<file path="config.mk">
export PLATFORM = sky130hd
export DESIGN_NAME = block_buffer_tag_lru
export DESIGN_NICKNAME = d
export VERILOG_FILES = /design/src/design/bbtl_pkg.sv /design/src/design/block_buffer_tag_lru.sv
export SDC_FILE = /design/constraint.sdc
export NUM_CORES = 2
export LEC_CHECK = 0
export BUFFER_PORTS_ARGS = -buffer_cell sky130_fd_sc_hd__buf_4
export CORE_MARGIN = 5
export CORE_UTILIZATION = 55
export DETAILED_ROUTE_END_ITERATION = 6
export MAX_ROUTING_LAYER = met4
export PLACE_DENSITY = 0.74
export SYNTH_ARGS = -nofsm -noshare
export SYNTH_HDL_FRONTEND = slang
export SYNTH_SLANG_ARGS = --single-unit
export TNS_END_PERCENT = 1
</file>
<file path="constraint.sdc">
create_clock -name aclk -period 7.1 [get_ports aclk]
set_clock_uncertainty 0.1 [all_clocks]
set_input_delay 1.42 -clock aclk [delete_from_list [all_inputs] [get_ports aclk]]
set_output_delay 1.42 -clock aclk [all_outputs]
set_load 0.01 [all_outputs]
</file>
<file path="src/design/bbtl_pkg.sv">
package bbtl_pkg;

    // request kinds carried in the low bits of the input word
    typedef enum logic [1:0] {
        FN_GET     = 2'd0,
        FN_RELEASE = 2'd1,
        FN_PIN     = 2'd2,
        FN_UNPIN   = 2'd3
    } func_t;

    // result status codes
    localparam logic [1:0] ST_OK   = 2'd0;
    localparam logic [1:0] ST_FULL = 2'd1;
    localparam logic [1:0] ST_ZERO = 2'd2;

    // reference count saturates here
    localparam logic [7:0] CNT_MAX = 8'hFF;

    // field widths of the words
    localparam int unsigned SLOT_W = 5;

    // sequencer states
    typedef enum logic [2:0] {
        S_IDLE,
        S_SCAN,
        S_DRAIN,
        S_SLOT_RD,
        S_COMMIT
    } state_t;

    // one pool entry as held in the tag memory
    typedef struct packed {
        logic        used;
        logic [7:0]  dev;
        logic [31:0] blk;
        logic [7:0]  cnt;
        logic [31:0] stamp;
    } entry_t;

endpackage

</file>
<file path="src/design/block_buffer_tag_lru.sv">
// Tag manager for a pool of ENTRIES disk-block buffers. A get request (func 0)
// walks the whole tag memory through its single read port, one entry per
// cycle, looking for the lowest-index entry tagged with the requested device
// and block and, alongside, for the unreferenced entry with the oldest stamp
// (ties to the lowest index). A hit bumps the count and restamps the entry; a
// miss retags the chosen victim with count 1 and reports hit = 0 so that a
// disk read can be started; status 1 means every entry is referenced.
// Release, pin and unpin (func 1..3) read and rewrite the one entry named by
// buffer_slot; status 2 flags a decrement of a zero count. A get passes
// through the scan, a drain step and the commit step before the next word
// can be accepted; release, pin and unpin pass through a slot read and the
// commit step, or go straight to commit when buffer_slot lies outside the
// pool. The commit step waits until the output register is free, that is
// until the previous result is taken. The result sits in an output
// register, so a new word is accepted while the previous result still
// waits. Per-entry valid bits make never-written entries read as zero, so
// no clearing pass runs after reset.
module block_buffer_tag_lru
    import bbtl_pkg::*;
#(
    parameter int unsigned ENTRIES = 32
) (
    input  logic        aclk,
    input  logic        aresetn,
    input  logic        s_tvalid,
    output logic        s_tready,
    // [1:0] func, [9:2] device_id, [41:10] block_number,
    // [46:42] buffer_slot, [78:47] tick_now, [79] zero
    input  logic [79:0] s_tdata,
    output logic        m_tvalid,
    input  logic        m_tready,
    // [4:0] slot_out, [5] hit, [7:6] status
    output logic [7:0]  m_tdata
);

    localparam int unsigned IW = $clog2(ENTRIES);
    localparam logic [8:0]  ENTRIES_W = 9'(ENTRIES);
    localparam logic [IW-1:0] LAST_IDX = IW'(ENTRIES - 1);

    // request registers
    func_t        req_func_reg, req_func_next;
    logic [7:0]   req_dev_reg, req_dev_next;
    logic [31:0]  req_blk_reg, req_blk_next;
    logic [4:0]   req_slot_reg, req_slot_next;
    logic [31:0]  req_tick_reg, req_tick_next;

    // sequencer and scan state
    state_t        state_reg, state_next;
    logic [IW-1:0] idx_reg, idx_next;
    logic          cmp_valid_reg, cmp_valid_next;
    logic [IW-1:0] cmp_idx_reg, cmp_idx_next;
    logic          hit_found_reg, hit_found_next;
    logic [IW-1:0] hit_idx_reg, hit_idx_next;
    logic [7:0]    hit_cnt_reg, hit_cnt_next;
    logic          vic_found_reg, vic_found_next;
    logic [IW-1:0] vic_idx_reg, vic_idx_next;
    logic [31:0]   oldest_reg, oldest_next;

    // result register
    logic          m_valid_reg, m_valid_next;
    logic [4:0]    m_slot_reg, m_slot_next;
    logic          m_hit_reg, m_hit_next;
    logic [1:0]    m_status_reg, m_status_next;

    // tag memory and its valid bits
    entry_t          mem [ENTRIES];
    logic [ENTRIES-1:0] valid_reg;
    entry_t          rd_data_reg;
    logic            rd_valid_reg;
    logic            rd_en;
    logic [IW-1:0]   rd_addr;
    logic            wr_en;
    logic [IW-1:0]   wr_addr;
    entry_t          wr_data;

    entry_t          rd_entry;
    logic            tag_match;
    logic            slot_in_range;
    logic [IW-1:0]   slot_idx;
    logic [IW+4:0]   slot_wide;
    logic            out_free;

    // widen an entry index to the five-bit slot field
    function automatic logic [4:0] idx_to_slot(input logic [IW-1:0] idx);
        logic [IW+4:0] wide;
        wide = {5'b0, idx};
        return wide[4:0];
    endfunction

    function automatic logic [7:0] sat_inc(input logic [7:0] cnt);
        return (cnt == CNT_MAX) ? cnt : cnt + 8'd1;
    endfunction

    // never-written entries read as all zero
    assign rd_entry  = rd_valid_reg ? rd_data_reg : '0;
    assign tag_match = rd_entry.used && (rd_entry.dev == req_dev_reg) &&
                       (rd_entry.blk == req_blk_reg);

    assign slot_in_range = ({4'b0, req_slot_reg} < ENTRIES_W);
    assign slot_wide     = {{IW{1'b0}}, req_slot_reg};
    assign slot_idx      = slot_wide[IW-1:0];

    assign out_free = !m_valid_reg || m_tready;

    assign s_tready = (state_reg == S_IDLE);
    assign m_tvalid = m_valid_reg;
    assign m_tdata  = {m_status_reg, m_hit_reg, m_slot_reg};

    // sequencer: next state, scan bookkeeping, memory control and result
    always_comb begin
        state_next     = state_reg;
        req_func_next  = req_func_reg;
        req_dev_next   = req_dev_reg;
        req_blk_next   = req_blk_reg;
        req_slot_next  = req_slot_reg;
        req_tick_next  = req_tick_reg;
        idx_next       = idx_reg;
        cmp_valid_next = 1'b0;
        cmp_idx_next   = cmp_idx_reg;
        hit_found_next = hit_found_reg;
        hit_idx_next   = hit_idx_reg;
        hit_cnt_next   = hit_cnt_reg;
        vic_found_next = vic_found_reg;
        vic_idx_next   = vic_idx_reg;
        oldest_next    = oldest_reg;
        m_valid_next   = m_valid_reg && !m_tready;
        m_slot_next    = m_slot_reg;
        m_hit_next     = m_hit_reg;
        m_status_next  = m_status_reg;
        rd_en          = 1'b0;
        rd_addr        = idx_reg;
        wr_en          = 1'b0;
        wr_addr        = slot_idx;
        wr_data        = rd_entry;

        // compare the entry read in the previous cycle
        if (cmp_valid_reg) begin
            if (!hit_found_reg && tag_match) begin
                hit_found_next = 1'b1;
                hit_idx_next   = cmp_idx_reg;
                hit_cnt_next   = rd_entry.cnt;
            end
            if ((rd_entry.cnt == 8'd0) &&
                (!vic_found_reg || (rd_entry.stamp < oldest_reg))) begin
                vic_found_next = 1'b1;
                vic_idx_next   = cmp_idx_reg;
                oldest_next    = rd_entry.stamp;
            end
        end

        case (state_reg)
            S_IDLE: begin
                if (s_tvalid) begin
                    req_func_next  = func_t'(s_tdata[1:0]);
                    req_dev_next   = s_tdata[9:2];
                    req_blk_next   = s_tdata[41:10];
                    req_slot_next  = s_tdata[46:42];
                    req_tick_next  = s_tdata[78:47];
                    idx_next       = '0;
                    hit_found_next = 1'b0;
                    vic_found_next = 1'b0;
                    if (func_t'(s_tdata[1:0]) == FN_GET) begin
                        state_next = S_SCAN;
                    end else if ({4'b0, s_tdata[46:42]} < ENTRIES_W) begin
                        state_next = S_SLOT_RD;
                    end else begin
                        state_next = S_COMMIT;
                    end
                end
            end
            S_SCAN: begin
                // read one entry per cycle
                rd_en          = 1'b1;
                rd_addr        = idx_reg;
                cmp_valid_next = 1'b1;
                cmp_idx_next   = idx_reg;
                idx_next       = idx_reg + IW'(1);
                if (idx_reg == LAST_IDX) begin
                    state_next = S_DRAIN;
                end
            end
            S_DRAIN: begin
                state_next = S_COMMIT;
            end
            S_SLOT_RD: begin
                rd_en      = 1'b1;
                rd_addr    = slot_idx;
                state_next = S_COMMIT;
            end
            S_COMMIT: begin
                // hold until the output register is free
                if (out_free) begin
                    m_valid_next  = 1'b1;
                    m_hit_next    = 1'b0;
                    m_status_next = ST_OK;
                    m_slot_next   = req_slot_reg;
                    state_next    = S_IDLE;
                    if (req_func_reg == FN_GET) begin
                        wr_data.used  = 1'b1;
                        wr_data.dev   = req_dev_reg;
                        wr_data.blk   = req_blk_reg;
                        wr_data.stamp = req_tick_reg;
                        if (hit_found_reg) begin
                            wr_en       = 1'b1;
                            wr_addr     = hit_idx_reg;
                            wr_data.cnt = sat_inc(hit_cnt_reg);
                            m_hit_next  = 1'b1;
                            m_slot_next = idx_to_slot(hit_idx_reg);
                        end else if (vic_found_reg) begin
                            wr_en       = 1'b1;
                            wr_addr     = vic_idx_reg;
                            wr_data.cnt = 8'd1;
                            m_slot_next = idx_to_slot(vic_idx_reg);
                        end else begin
                            m_status_next = ST_FULL;
                            m_slot_next   = 5'd0;
                        end
                    end else if (slot_in_range) begin
                        wr_addr = slot_idx;
                        if (req_func_reg == FN_PIN) begin
                            wr_en       = 1'b1;
                            wr_data.cnt = sat_inc(rd_entry.cnt);
                        end else if (rd_entry.cnt == 8'd0) begin
                            m_status_next = ST_ZERO;
                        end else begin
                            wr_en       = 1'b1;
                            wr_data.cnt = rd_entry.cnt - 8'd1;
                            if (req_func_reg == FN_RELEASE && rd_entry.cnt == 8'd1) begin
                                wr_data.stamp = req_tick_reg;
                            end
                        end
                    end
                end
            end
            default: begin
                state_next = S_IDLE;
            end
        endcase
    end

    // state register and control flops
    always_ff @(posedge aclk) begin
        if (!aresetn) begin
            state_reg     <= S_IDLE;
            cmp_valid_reg <= 1'b0;
            m_valid_reg   <= 1'b0;
            valid_reg     <= '0;
        end else begin
            state_reg     <= state_next;
            cmp_valid_reg <= cmp_valid_next;
            m_valid_reg   <= m_valid_next;
            if (wr_en) begin
                valid_reg[wr_addr] <= 1'b1;
            end
        end
    end

    // datapath registers
    always_ff @(posedge aclk) begin
        req_func_reg  <= req_func_next;
        req_dev_reg   <= req_dev_next;
        req_blk_reg   <= req_blk_next;
        req_slot_reg  <= req_slot_next;
        req_tick_reg  <= req_tick_next;
        idx_reg       <= idx_next;
        cmp_idx_reg   <= cmp_idx_next;
        hit_found_reg <= hit_found_next;
        hit_idx_reg   <= hit_idx_next;
        hit_cnt_reg   <= hit_cnt_next;
        vic_found_reg <= vic_found_next;
        vic_idx_reg   <= vic_idx_next;
        oldest_reg    <= oldest_next;
        m_slot_reg    <= m_slot_next;
        m_hit_reg     <= m_hit_next;
        m_status_reg  <= m_status_next;
    end

    // tag memory: one write and one registered read per cycle
    always_ff @(posedge aclk) begin
        if (wr_en) begin
            mem[wr_addr] <= wr_data;
        end
        if (rd_en) begin
            rd_data_reg  <= mem[rd_addr];
            rd_valid_reg <= valid_reg[rd_addr];
        end
    end

    // a new result is only ever loaded from the commit step
    assert property (@(posedge aclk) disable iff (!aresetn)
        $rose(m_valid_reg) |-> $past(state_reg == S_COMMIT))
        else $error("result loaded outside commit");

    // memory is written only when the result is produced
    assert property (@(posedge aclk) disable iff (!aresetn)
        wr_en |=> m_valid_reg)
        else $error("memory write without a result");

    // a hit always reports ok
    assert property (@(posedge aclk) disable iff (!aresetn)
        (m_valid_reg && m_hit_reg) |-> (m_status_reg == ST_OK))
        else $error("hit with error status");

    // a full pool reports slot zero and no hit
    assert property (@(posedge aclk) disable iff (!aresetn)
        (m_valid_reg && m_status_reg == ST_FULL) |-> (m_slot_reg == 5'd0 && !m_hit_reg))
        else $error("full pool result malformed");

    // one word at a time: not ready right after acceptance
    assert property (@(posedge aclk) disable iff (!aresetn)
        (s_tvalid && s_tready) |=> !s_tready)
        else $error("accepted a word while busy");

endmodule

</file>
==> results_dict.tcl <==
set metrics [dict create \
    largest_net_degree_at_the_start_of_global_routing 100 \
    critical_path_required_ns 7.57 \
    critPathMaxFanout 23 \
    portBuffers 92 \
    critPathCaptureType "flop" \
    cts_clk_pin_slew_worst_paths_ns 0.06 \
    core_um2 199700 \
    cts-htree-levels 5 \
    worst_path_dominant_cell_family "simple AND/OR/NAND/NOR gates" \
    area_growth_pct 12.65 \
    drt_iter0_drc 9244 \
    cell_internal_power_w 0.02841 \
    number_of_flops_mapped_to_enable_cells_by_yosys 2821 \
    clock_share_of_power 0.387 \
    syn_avg_cell_area_um2 17.79 \
    slew-limit-headroom 0.09909 \
    setup_repair_after_global_routing_missed_its_margin "false" \
    cts.repair_timing.setup_buffer_count 0 \
    cap_violations 0 \
    avgViaCountPerCell 6.619 \
    fin_crit_ns 5.054 \
    synth.cell_area_um2 110400 \
    finalHoldViolations 0 \
    die_h_um 458.0 \
    wirelength_per_cell_um 32.29 \
    postSynth.topFlopCell "edfxtp_1" \
    synthesis_warning_total 0 \
    worst_slew_pin_slew_ns 1.351 \
    result_of_the_run "completed" \
    ant_nets 0 \
    utilization 0.6228 \
    cts_tree "built" \
    critical_path.slowest_cell "nor2_4" \
    synth.yosys.seq_area_share 0.7745 \
    cell_types_with_the_largest_area_share_after_synthesis "edfxtp_1, mux2i_1, o22ai_1" \
    worst-setup-path-type "primary input to flop" \
    post_route_cells_drive_above_1_share 0.1175 \
    place_inst 8799 \
    netlist_top_cells_count "edfxtp_1, mux2i_1, o22ai_1" \
    hold_slack_ns 0.3504 \
    count_of_cell_types_in_the_netlist 71 \
    worstSetupStartpointType "primary input" \
    pwr_density_cell_nw_per_um2 297.3 \
    finalWirelength_mm 300.5 \
    initial_utilization 0.5528 \
    total_leakage_power_nw 42.24 \
    cp.buffers_inverters 3 \
    chipWidth_um 458.0 \
    final-max-slew-violation-count 0 \
    pwr-share-seq 0.518 \
    hpwl_mm 152.6 \
    ctsResizeCount 0 \
    highest_ir_drop_seen_on_vdd_mv 0.2370 \
    clockRootBuffer "clkbuf_16" \
    crit_path_cell_trace "buf_4 > nand2b_1 > nand2_2 > inv_1 > a22oi_1 > or3_1 > nor2_4 > buf_12" \
    synthArstFlopShare 0 \
    grt_usage 0.2893 \
    grt_first_pass_wirelength_mm 425.7 \
    number_of_storage_elements_in_the_synthesis_netlist 2860 \
    layoutNonFillerInstCount 9306 \
    reg2reg_slack_ns 2.05 \
    cpPeakStageDelay_ns 1.07 \
    yosys.cell_count.top_type "edfxtp_1" \
    design.die.area_um2 209800 \
    row_count 164 \
    pin_count 94 \
    post-synth-top-area-fraction 0.7675 \
    cts_buffers 297 \
    fin_ws_ns 2.046 \
    fmaxAchievable_ghz 0.1979 \
    final_setup_violation_count 0 \
    switching_share_of_total_power 0.2315 \
    vias_in_the_first_global_route 59540 \
    drc 0 \
    dr_total_vias 61600 \
    worstHoldPathType "flop to flop" \
    synth_largest_area_cell "edfxtp_1" \
    preCtsSetupSlack_ns 1.321 \
    largest_register_ff_count 2592 \
    antenna_found_initial 3 \
    clockBufferDepth 4 \
    gr-total-overflow 0 \
    switchingPower_w 0.008557 \
    fin_tns_setup_ns 0 \
    number_of_clock_sinks 2860 \
    syn_nets 6327 \
    design.final.nets 6563 \
    proportion_of_power_drawn_by_combinational_gates 0.095 \
    final.period_utilization 0.7118 \
    gp_congestion 0.8693 \
    critPathArrivalTime_ns 5.52 \
    synth_cells 6206 \
    clk_latency_ns 0.94 \
    cts-hold-fix-buffers 0 \
    detailedRoute.firstPassIterationCount 6 \
]
==> logic make-up (layout without fill, tap and decap cells) <==
kind of cell / count (synthesis) / in the layout / share of synthesized area
simple gates: 734 / 734 / 0.03387
fa+ha+maj: 37 / 37 / 0.004194
xor+xnor: 21 / 21 / 0.001666
buf+inv: 398 / 840 / 0.01589
flops: 2860 / 2860 / 0.7745
other cells: 0 / 2 / 0
mux: 1331 / 1331 / 0.1223
compound gates: 825 / 825 / 0.04759
==> metal layers <==
metal / up-vias / global-route usage / routed length [um]
met5: - / - / 0
met2: 4250 / 0.4385 / 140100
li1: 25450 / - / -
met1: 31170 / 0.3930 / 111400
met4: 0 / 0.1087 / 12820
met3: 728 / 0.05818 / 36140
==> worst register-to-register path: cells and delay by family (launching register included) <==
| kind | cells | cell delay, ns |
|---|---|---|
| buffers and inverters | 2 | 0.98 |
| DFF | 1 | 0.38 |
| and+or+nand+nor | 5 | 2.89 |
| adders and majority gates | 1 | 0.34 |
==> cell type report <==
class | instances | area (um2)
Clock inverter | 129 | 802.0
Sequential cell | 2860 | 85490
Inverter | 65 | 244.0
Antenna cell | 2 | 5.005
Timing Repair Buffer | 270 | 2878
Fill cell | 13570 | 75310
Multi-Input combinational cell | 2948 | 23640
Tap cell | 2656 | 3323
Clock buffer | 376 | 7966
==> per-stage QoR <==
| step | total power [W] | instance area, um2 |
|---|---|---|
| 6_report | 0.03697 | 124300 |
| 5_1_grt | 0.03801 | 124300 |
| 3_3_place_gp | 0.02285 | 115600 |
| 4_1_cts | 0.03702 | 124300 |
| 2_1_floorplan | 0.02178 | 110400 |
| 3_5_place_dp | 0.02293 | 115600 |
==> placed cells by master, fill, tap and decap left out, types with 67 or more instances in the layout <==
master     count
buf_12        68
buf_4        202
clkbuf_1      67
clkbuf_16    308
edfxtp_1    2821
mux2i_1     1281
nand2_1      248
nand3_1       83
nor4_1       167
o22ai_1      653
==> power by group through the flow <==
stage	registers (W)	clock network, W	logic [W]
6_report	0.0192	0.0143	0.00350
4_1_cts	0.0192	0.0144	0.00344
5_1_grt	0.0192	0.0152	0.00367
3_5_place_dp	0.0195	0	0.00342
3_3_place_gp	0.0195	0	0.00335
2_1_floorplan	0.0194	0	0.00235
==> final timing paths <==
path | start | endpoint | cells past startpoint
max | m_tready | mem[7][55] | 8
min | cmp_idx_reg[0] | hit_idx_reg[0] | 0
max reg2reg | rd_valid_reg | mem[24][19] | 8
min reg2reg | cmp_idx_reg[0] | hit_idx_reg[0] | 0
Note: power is estimated with default switching activity, not from simulation.
